## src/rtl/vpa_pkg.sv

```systemverilog
// Shared types and constants of the variable partition allocator.
package vpa_pkg;

  localparam int unsigned SIZE_W  = 21;
  localparam int unsigned RBASE_W = 20;
  localparam int unsigned OWNER_W = 16;

  // Item kinds.
  localparam logic [1:0] KIND_INIT  = 2'd0;
  localparam logic [1:0] KIND_ALLOC = 2'd1;
  localparam logic [1:0] KIND_FREE  = 2'd2;

  // Fit policies.
  localparam logic [1:0] FIT_FIRST = 2'd0;
  localparam logic [1:0] FIT_BEST  = 2'd1;
  localparam logic [1:0] FIT_WORST = 2'd2;

  // Configuration register indexes.
  localparam logic REG_FIT_POLICY  = 1'b0;
  localparam logic REG_MEMORY_SIZE = 1'b1;

  typedef enum logic [1:0] {
    ST_OK      = 2'd0,
    ST_NOSPACE = 2'd1,
    ST_FULL    = 2'd2,
    ST_NOOWNER = 2'd3
  } status_e;

  typedef enum logic [1:0] {
    OP_INIT,
    OP_ALLOC,
    OP_FREE,
    OP_NONE
  } op_e;

  typedef enum logic [2:0] {
    S_IDLE,
    S_SCAN,
    S_DECIDE,
    S_NEXT,
    S_MERGE,
    S_RESP
  } state_e;

  typedef struct packed {
    logic [1:0]         kind;
    logic [OWNER_W-1:0] owner_id;
    logic [SIZE_W-1:0]  request_size;
  } in_item_t;

  typedef struct packed {
    status_e            status;
    logic               has_region;
    logic [RBASE_W-1:0] region_base;
    logic [SIZE_W-1:0]  region_size;
  } out_item_t;

  typedef struct packed {
    op_e                op;
    logic               req_zero;
    logic [OWNER_W-1:0] owner;
    logic [SIZE_W-1:0]  req;
  } cmd_t;

endpackage

```

## src/rtl/vpa_front.sv

```systemverilog
// Front end: accepts items, classifies them and queues them for the engine.
module vpa_front (
  input  logic              clk_i,
  input  logic              rst_ni,
  input  logic              push_i,
  output logic              full_o,
  input  vpa_pkg::in_item_t in_data_i,
  output logic              cmd_valid_o,
  output vpa_pkg::cmd_t     cmd_o,
  input  logic              cmd_pop_i
);
  import vpa_pkg::*;

  cmd_t       fifo_q [2];
  logic       wptr_q, rptr_q;
  logic [1:0] cnt_q;
  cmd_t       cls;
  logic       do_push, do_pop;

  // Classify the incoming item.
  always_comb begin
    case (in_data_i.kind)
      KIND_INIT:  cls.op = OP_INIT;
      KIND_ALLOC: cls.op = OP_ALLOC;
      KIND_FREE:  cls.op = OP_FREE;
      default:    cls.op = OP_NONE;
    endcase
    cls.req_zero = (in_data_i.request_size == '0);
    cls.owner    = in_data_i.owner_id;
    cls.req      = in_data_i.request_size;
  end

  assign full_o      = (cnt_q == 2'd2);
  assign cmd_valid_o = (cnt_q != 2'd0);
  assign cmd_o       = fifo_q[rptr_q];
  assign do_push     = push_i && !full_o;
  assign do_pop      = cmd_pop_i && cmd_valid_o;

  // Queue storage.
  always_ff @(posedge clk_i) begin
    if (do_push) begin
      fifo_q[wptr_q] <= cls;
    end
  end

  // Queue pointers and fill level.
  always_ff @(posedge clk_i or negedge rst_ni) begin
    if (!rst_ni) begin
      wptr_q <= 1'b0;
      rptr_q <= 1'b0;
      cnt_q  <= 2'd0;
    end else begin
      if (do_push) wptr_q <= !wptr_q;
      if (do_pop)  rptr_q <= !rptr_q;
      cnt_q <= cnt_q + 2'(do_push) - 2'(do_pop);
    end
  end

endmodule

```

## config.mk

```make
export PLATFORM = sky130hd
export DESIGN_NAME = vpa_front
export DESIGN_NICKNAME = d
export VERILOG_FILES = /design/src/rtl/vpa_pkg.sv /design/src/rtl/vpa_front.sv
export SDC_FILE = /design/constraint.sdc
export NUM_CORES = 1
export LEC_CHECK = 0
export BUFFER_PORTS_ARGS = -buffer_cell sky130_fd_sc_hd__buf_2
export CELL_PAD_IN_SITES_DETAIL_PLACEMENT = 1
export CELL_PAD_IN_SITES_GLOBAL_PLACEMENT = 1
export CORE_ASPECT_RATIO = 1.2
export CORE_MARGIN = 10
export CORE_UTILIZATION = 39
export CTS_CLUSTER_SIZE = 25
export DETAILED_ROUTE_END_ITERATION = 8
export PLACE_DENSITY = 0.86
export SYNTH_ARGS = -nofsm -noshare
export SYNTH_HDL_FRONTEND = slang
export SYNTH_SLANG_ARGS = --single-unit
```

## constraint.sdc

```tcl
create_clock -name clk_i -period 2.7 [get_ports clk_i]
set_input_delay 0 -clock clk_i [delete_from_list [all_inputs] [get_ports clk_i]]
set_output_delay 0 -clock clk_i [all_outputs]
set_load 0.02 [all_outputs]
```

==> impl_metrics.toml, run 1 <==
[worst_setup_path]
cp.arrival_ps = 1960
start_kind = "flip-flop"
path_cells = "buf_4 > mux2_2 > buf_2"
path_max_fanout = 29
critPathKind = "reg -> out"
slowest_stage = "dfrtp_2"
cp_num_buf_inv = 2
worstPathRequired_ps = 2700
crit_cells = 3
endpoint_kind = "output pin"
crit_path_max_incr_delay_ps = 820
crit_family = "flip-flops"
worstRegToRegCells = 7

[drt]
avgRoutedWirePerCell_microns = 18.9
vias = 1794
ant_nets = 0
avgViaCountPerCell = 4.68
first_pass_iters = 2
drc = 0
drt_iter0_drc = 44
routed_wl_microns = 7240

[hold_path]
min_path_cells = 3
min_path_type = "in -> reg"

[place]
port_buffers = 84
dpl_worst_slack_ps = 865
place_area_sq_um = 3700
dp_cells = 326
gp_congestion = 0.676
dp_hpwl_microns = 4890

[yosys]
yosys_warnings = 0
synth-main-ff-cell = "edfxtp_1"
synthTopCellsByCount = "edfxtp_1, mux2_2, buf_2, dfrtp_1"
synth-edff-count = 80
synth_most_common_cell = "edfxtp_1"
avgSynthCellArea_sq_um = 20.6
ys_async_sr_fraction_pct = 4.76
synth_area_leaders = "edfxtp_1, mux2_2, dfrtp_1"
syn-cell-area_sq_um = 3140
synth_top_cell_by_area = "edfxtp_1"
ys_seq_elements = 84
yosys.cell_types.count = 20
synth_nets = 197
syn-instance-count = 152
yosysTopAreaCellShare_pct = 76.6
synth_seq_area_share_pct = 79.7

[global_routing]
grt-ovfl-total = 0
grt_busiest_layer = "met2"
grt_util_all_layers_pct = 12.6
grt_pass1_wl_microns = 11700
grt_max_degree = 30
antenna_found_initial = 0
met1_usage_pct = 12.1
use_met2_pct = 23.9
grt_pass1_vias = 2202
grt_use_met3_pct = 4.60

[power_and_ir_drop]
ir_worst_vdd_v = 0.000534
power.density_nw_per_um2 = 1030
p_leak_uw = 0.00165

[die]
coreArea_sq_um = 7750
fp.dieArea_sq_um = 12000
rows = 35
die-width_microns = 102
initial_core_util_pct = 40.5
ios = 85
die_y_microns = 118

[status]
status = "complete, no violations"

[timing]
setup_ws_ps = 738
fin_crit_sh_pct = 72.7
rsz0062_at_grt = "no"
finalCriticalPeriod_ps = 1960
maxSlewViolCount = 0
finalHoldViolCount = 0
tightest_slew_ps = 687
final-setup-viol-count = 0
fin_skew_ps = 7.97
fmax_mhz = 510
slew_headroom_pct = 54.2
final.setup.tns_ps = 0

[finish]
layout.nets = 331
nFillCells = 724
utilization_pct = 56.1
fin_cells = 383
num_antenna_cells = 0
areaGrowthSynthToFinish_pct = 38.5
layout-drive-gt1-share_pct = 51.2
final_area_sq_um = 4350

[cts]
ctsHtreeMaxLevel = 3
cts_buffers = 9
clk_path_buf_depth = 2
clkLatencyLatePin_ps = 330
clk_pin_slew_ps = 80
cts_root_buffer = "clkbuf_8"
cts.sinks = 84
cts_tree = "yes"
postCtsSetupRepairBufs = 0

[run]
drv_cap = 0
==> flip-flops by register name, summed over array words and instances, names as in the netlist <==
signal	count
cnt_q	2
fifo_q	80
wptr_q	1
rptr_q	1
==> path summary, 6_finish.rpt <==
path / start / to / slack, ps
max in group asynchronous: rst_ni / rptr_q$_DFFE_PN0P_ / 1930
worst max register to register: cnt_q[1]$_DFF_PN0_ / cnt_q[1]$_DFF_PN0_ / 890
worst max-delay path: rptr_q$_DFFE_PN0P_ / cmd_o[14] / 740
worst min-delay path: cmd_pop_i / rptr_q$_DFFE_PN0P_ / 30
worst min register to register: cnt_q[1]$_DFF_PN0_ / cnt_q[1]$_DFF_PN0_ / 510
min in group asynchronous: rst_ni / cnt_q[1]$_DFF_PN0_ / 570
==> per-layer routing <==
metal  vias up  routed length, microns
met4         0                      47
met1       875                    2560
met3         4                     475
li1        859                       -
met2        56                    4160
met5         -                       0
==> logic make-up after synthesis <==
| logic type | after synthesis | synth area share (%) |
|---|---|---|
| xor+xnor | 4 | 1.12 |
| fa+ha+maj | 2 | 0.797 |
| buf+inv | 9 | 1.24 |
| flops | 84 | 79.7 |
| mux | 40 | 14.4 |
| simple gates | 13 | 2.75 |
==> placed cells by master (no fill, tap or decap), types with 2 or more instances in the layout <==
cell type,instances
buf_2,84
edfxtp_1,80
dlygate4sd3_1,41
mux2_2,40
clkbuf_8,9
buf_4,4
xnor2_1,3
nor4_1,3
bufinv_16,3
dfrtp_1,3
inv_1,2
ha_1,2
clkbuf_1,2
==> final cells by class <==
class | instances | area [sq um] | area share, %
clock inverter | 5 | 103 | 2.36
sequential | 84 | 2500 | 57.6
tap | 92 | 115 | 2.65
clock buffer | 11 | 131 | 3.02
multi-input combinational | 59 | 606 | 13.9
timing repair buffer | 130 | 881 | 20.3
inverter | 2 | 7.51 | 0.173
==> worst register-to-register path, stage by stage (launching register included) <==
cell and delay, ps:
dfrtp_1 410, or2_2 320, and2_1 190, ha_1 280, inv_1 40, ha_1 180, xnor2_1 180, xnor2_1 140
==> report_power, final <==
part / switching, uW / internal [uW] / total, uW
combinational: 854 / 643 / 1500
clock: 417 / 614 / 1030
sequential: 170 / 1780 / 1950
total: 1440 / 3040 / 4480
==> through the flow <==
step	hold slack [ps]	power [uW]
2_1_floorplan	-296	2910
3_3_place_gp	-188	3400
3_5_place_dp	-187	3460
4_1_cts	8.49	4550
5_1_grt	12.6	4730
6_report	30.8	4480
==> repair_timing <==
action / CTS / global route
endpoints found under the hold margin: 84 / 0
hold buffers: 41 / 0
gates resized for setup: 0 / 0
Note: power is estimated with default switching activity, not from simulation.
==> run 2, diff against run 1 <==
==> constraint.sdc (replaced) <==
create_clock -name clk_i -period 1.75 [get_ports clk_i]
set_input_delay 0 -clock clk_i [delete_from_list [all_inputs] [get_ports clk_i]]
set_output_delay 0 -clock clk_i [all_outputs]
set_load 0.02 [all_outputs]
==> run 2 against run 1 <==
  * Critical path depth up 4
  * Non-clock buffer count up 1
  * Utilization up 0.081 points
  * Design area up 0.14%
  * Clock skew up 2.6 ps
  * First-iteration DRC count down 27%
  * Setup slack worse by 680 ps
  * Sequential share of layout area down 0.083 points
  * Clock power up 34%
  * Critical endpoint is now cnt_q[1]$_DFF_PN0_
==> impl_metrics.toml, run 2 (synthesis gave the netlist of run 1 again) <==
[finish]
nFillCells = 716
layout-drive-gt1-share_pct = 52.4
layout.nets = 332
mostFrequentLayoutCells = "buf_2, edfxtp_1, dlygate4sd3_1"
largest_reg_flops = 80
top_register = "fifo_q"
layout_commonest_cell = "buf_2"
reg_top3 = "fifo_q (80), cnt_q (2)"
regArea_sq_um = 2500
num_antenna_cells = 0
multi_input_comb_area_sq_um = 621
fin_cells = 384
areaGrowthSynthToFinish_pct = 38.7

[drt]
first_pass_iters = 4
ant_nets = 0
drt_iter0_drc = 32
vias = 1836
avgViaCountPerCell = 4.78
avgRoutedWirePerCell_microns = 18.4
drc = 0
routed_wl_microns = 7060

[power_and_ir_drop]
p_sw_uw = 2260
power.density_nw_per_um2 = 1550
p_leak_uw = 0.00164
pwr-share-seq_pct = 42.6
ir_worst_vdd_v = 0.000712
swShare_pct = 33.4
p_comb_share_pct = 37.0
power.share.clock_pct = 20.4
intPower_uw = 4500

[worst_setup_path]
startpoint = "cnt_q[1]$_DFF_PN0_"
critPathKind = "reg -> reg"
r2r_setup_slack_ps = 60
worstPathRequired_ps = 1980
endpoint_kind = "flip-flop"
path_max_fanout = 3
cp.arrival_ps = 1920
start_kind = "flip-flop"
r2r-start = "cnt_q[1]$_DFF_PN0_"
worstRegToRegCells = 7
endpoint = "cnt_q[1]$_DFF_PN0_"
r2r_end = "cnt_q[1]$_DFF_PN0_"

[timing]
slew_headroom_pct = 72.4
fin_skew_ps = 10.6
final.setup.tns_ps = 0
finalCriticalPeriod_ps = 1690
maxSlewViolCount = 0
fmax_mhz = 591
tightest_slew_ps = 411
fin_crit_sh_pct = 96.7
finalHoldViolCount = 0
final-setup-viol-count = 0

[die]
ios = 85
die-width_microns = 102
fp.dieArea_sq_um = 12000
initial_core_util_pct = 40.5
rows = 35
die_y_microns = 118
coreArea_sq_um = 7750

[global_routing]
grt_max_degree = 41
grt_pass1_wl_microns = 11200
grt_pass1_vias = 2195
grt-ovfl-total = 0
grt_util_all_layers_pct = 12.0
antenna_found_initial = 0

[place]
dp_hpwl_microns = 4470
dp_cells = 325
port_buffers = 84
gp_congestion = 0.693

[cts]
cts_tree = "yes"
cts_root_buffer = "clkbuf_8"
cts.sinks = 84
ctsHtreeMaxLevel = 3
clk_path_buf_depth = 2
cts_buffers = 9
clk_pin_slew_ps = 80
clkLatencyLatePin_ps = 340

[hold_path]
min_path_type = "in -> reg"

[status]
status = "complete, no violations"

[run]
drv_cap = 0
## run 2: final cells by class
type	count	area share, %
flip-flops and latches	84	57.5
repair buffers	131	20.8
multi-input cells	59	14.3
clock buffers	11	3.25
well taps	92	2.64
clock inverters	5	1.41
inverters	2	0.172
## run 2: worst max-delay path: stages (launching register included)
cell     delay [ps]
dfrtp_1         410
or2_4           260
and2_4          160
ha_1            260
inv_1            40
ha_2            180
xnor2_2         140
xnor2_1         130
## run 2: worst min-delay path by stage
| stage | start | to | slack (ps) | cells after the start |
|---|---|---|---|---|
| after global routing | push_i | wptr_q$_DFFE_PN0P_ | 90 | 3 |
| after floorplan | rst_ni | cnt_q[0]$_DFF_PN0_ | -300 | 0 |
| after global placement | rst_ni | cnt_q[1]$_DFF_PN0_ | -190 | 1 |
| final | push_i | wptr_q$_DFFE_PN0P_ | 70 | 3 |
| after detailed placement | rst_ni | cnt_q[1]$_DFF_PN0_ | -190 | 1 |
| after CTS | push_i | wptr_q$_DFFE_PN0P_ | 40 | 3 |
## run 2: layer usage
layer / global-route usage (%) / share of wire (%) / vias to the layer above
met5: 0 / 0 / -
li1: - / - / 860
met1: 11.8 / 37 / 909
met3: 4.02 / 6.3 / 12
met2: 22.2 / 55 / 55
met4: 4.77 / 1.8 / 0
## run 2: through the flow
| stage | hold WS [ps] | instance area, sq um | setup WS (ps) | util [%] | total power (uW) |
|---|---|---|---|---|---|
| after floorplan | -296 | 3150 | 68.6 | - | 4510 |
| after global placement | -189 | 3710 | 98.5 | 47.9 | 5270 |
| after detailed placement | -187 | 3710 | 17.9 | 47.9 | 5350 |
| after CTS | 43.6 | 4340 | 24.1 | 56.0 | 6840 |
| after global routing | 85.9 | 4350 | -4.97 | 56.2 | 7120 |
| final | 69.3 | 4350 | 58.2 | 56.2 | 6760 |
## run 2: power by group through the flow
| stage | Clock (uW) | Combinational [uW] | Sequential (uW) |
|---|---|---|---|
| 2_1_floorplan | 0 | 1630 | 2880 |
| 3_3_place_gp | 0 | 2380 | 2890 |
| 3_5_place_dp | 0 | 2430 | 2930 |
| 4_1_cts | 1420 | 2540 | 2880 |
| 5_1_grt | 1490 | 2710 | 2920 |
| 6_report | 1380 | 2500 | 2880 |
## run 2: what timing repair did
action | 4_1_cts | 5_1_grt
cloned | 0 | 0
buffers inserted | 1 | 0
resized for setup | 1 | 2
pin swaps | 2 | 2
setup endpoints to repair | 1 | 1
hold buffers | 42 | 0
hold endpoints to repair | 85 | 0
==> run 3, diff against run 2 <==
--- a/config.mk
+++ b/config.mk
@@ -14,6 +14,7 @@
 export CTS_CLUSTER_SIZE = 25
 export DETAILED_ROUTE_END_ITERATION = 8
 export PLACE_DENSITY = 0.86
+export REMOVE_ABC_BUFFERS = 1
 export SYNTH_ARGS = -nofsm -noshare
 export SYNTH_HDL_FRONTEND = slang
 export SYNTH_SLANG_ARGS = --single-unit
==> run 3 against run 2 <==
  * Critical path type unchanged
  * Global-route usage grew 0.61 points
  * Worst hold slack gained 8.1 ps
  * Critical path depth is the same
  * Sequential share of layout area shrank 1.1 points
  * Total power grew 7.1%
  * Routed wire length grew 5.2%
  * Die area is the same
  * Highest routed layer unchanged
  * Largest cell class unchanged
==> impl_metrics.toml, run 3 (synthesis gave the netlist of run 1 again) <==
[status]
status = "complete, no violations"

[cts]
ctsHtreeMaxLevel = 3
cts.sinks = 84
clk_path_buf_depth = 2
cts_root_buffer = "clkbuf_8"
cts_tree = "yes"
cts_buffers = 9
clkLatencyLatePin_ps = 350
clk_pin_slew_ps = 80

[power_and_ir_drop]
intPower_uw = 4930
power.density_nw_per_um2 = 1630
swShare_pct = 31.9
p_leak_uw = 0.00170
ir_worst_vdd_v = 0.000889
power.share.clock_pct = 24.8
p_comb_share_pct = 35.6
finalPower_uw = 7240
pwr-share-seq_pct = 39.6
p_sw_uw = 2310

[worst_setup_path]
start_kind = "flip-flop"
endpoint_kind = "flip-flop"
critPathKind = "reg -> reg"
cp.arrival_ps = 1880
path_cells = "or2_4 > and2_4 > ha_1 > inv_1 > ha_2 > xnor2_2 > xnor2_1"
slowest_stage = "dfrtp_1"
cp_num_buf_inv = 1
path_max_fanout = 2
r2r_setup_slack_ps = 110
crit_path_max_incr_delay_ps = 390
crit_family = "adder cells"
worstPathRequired_ps = 1990

[drt]
drt_iter0_drc = 57
first_pass_iters = 4
drc = 0
avgRoutedWirePerCell_microns = 19.2
routed_wl_microns = 7430
ant_nets = 0
avgViaCountPerCell = 4.79
vias = 1854

[global_routing]
grt_pass1_vias = 2190
grt_pass1_wl_microns = 11500
antenna_found_initial = 0
grt_max_degree = 28
grt-ovfl-total = 0
grt_util_all_layers_pct = 12.6

[timing]
maxSlewViolCount = 0
finalHoldViolCount = 0
rsz0062_at_grt = "no"
final-setup-viol-count = 0
slew_headroom_pct = 65.9
final.setup.tns_ps = 0
fin_crit_sh_pct = 93.8
tightest_slew_ps = 507
finalCriticalPeriod_ps = 1640
fmax_mhz = 609
fin_skew_ps = 9.71

[finish]
num_antenna_cells = 0
areaGrowthSynthToFinish_pct = 41.5
mostFrequentLayoutCells = "buf_2, edfxtp_1, dlygate4sd3_1"
layout.nets = 336
nFillCells = 727
layout-drive-gt1-share_pct = 53.2
largest_reg_flops = 80
fin_cells = 387
top_register = "fifo_q"
layout_commonest_cell = "buf_2"
reg_top3 = "fifo_q (80), cnt_q (2)"

[place]
dp_cells = 329
port_buffers = 84
dp_hpwl_microns = 4730
gp_congestion = 0.694

[run]
drv_cap = 0

[die]
rows = 35
ios = 85
fp.dieArea_sq_um = 12000
die_y_microns = 118
coreArea_sq_um = 7750
die-width_microns = 102
initial_core_util_pct = 40.5

[hold_path]
min_path_type = "in -> reg"
## run 3: cell types whose count changed in the layout (fill, tap and decap cells not counted)
cell | previous run | this run
buf_4 | 3 | 7
bufinv_16 | 1 | 4
clkbuf_1 | 1 | 0
clkbuf_8 | 10 | 9
clkinv_4 | 1 | 0
clkinvlp_4 | 3 | 1
inv_6 | 0 | 1
## run 3: worst reg2reg max path, delay by kind of cell (launching register included)
kind / cells / cell delay, ps
xor gates and xnor gates: 2 / 250
adders and majority gates: 2 / 440
buffers and inverters: 1 / 40
DFF: 1 / 390
and+or+nand+nor: 2 / 410
## run 3: area by class of cell
cell class | instances | area [sq um] | area share, %
inverters | 2 | 7.51 | 0.169
repair buffers | 135 | 933 | 21.0
multi-input cells | 59 | 621 | 14.0
flip-flops and latches | 84 | 2500 | 56.4
clock inverters | 6 | 136 | 3.07
well taps | 92 | 115 | 2.59
clock buffers | 9 | 124 | 2.79
## run 3: path summary, 6_finish.rpt
check                      cells past startpoint                 end                from
max                                            7  cnt_q[1]$_DFF_PN0_  cnt_q[1]$_DFF_PN0_
min                                            4  wptr_q$_DFFE_PN0P_              push_i
max reg2reg                                    7  cnt_q[1]$_DFF_PN0_  cnt_q[1]$_DFF_PN0_
min reg2reg                                    2  cnt_q[1]$_DFF_PN0_  cnt_q[1]$_DFF_PN0_
max in group asynchronous                      3  rptr_q$_DFFE_PN0P_              rst_ni
min in group asynchronous                      3  cnt_q[0]$_DFF_PN0_              rst_ni
## run 3: per-layer routing
| layer | wire (microns) | vias to the layer above | track usage, % |
|---|---|---|---|
| met4 | 132 | 0 | 6.18 |
| met1 | 2600 | 912 | 11.9 |
| li1 | - | 870 | - |
| met5 | 0 | - | 0 |
| met2 | 4160 | 60 | 23.2 |
| met3 | 535 | 12 | 4.31 |
## run 3: repair_timing
action	CTS	global route
gates resized for setup	1	3
hold buffers	42	0
buffers inserted	1	0
pin swaps	1	2
setup endpoints to repair	1	1
hold endpoints to repair	85	0
gates cloned	0	0
## run 3: metrics by stage
step,worst slack (ps),hold WS [ps],utilization [%],area (sq um)
after floorplan,-961,-296,-,3110
after detailed placement,24.5,-186,48.2,3740
final,108,77.4,57.3,4440
after global placement,76.7,-188,48.2,3740
after global routing,17.6,96.3,57.3,4440
after CTS,8.88,48.7,57.1,4430
## run 3: power by group through the flow
stage | logic, uW | registers [uW] | clock network [uW]
detailed placement | 2470 | 2920 | 0
floorplan | 1440 | 3010 | 0
CTS | 2590 | 2870 | 1810
finish | 2580 | 2870 | 1790
global placement | 2450 | 2880 | 0
global route | 2780 | 2910 | 1900
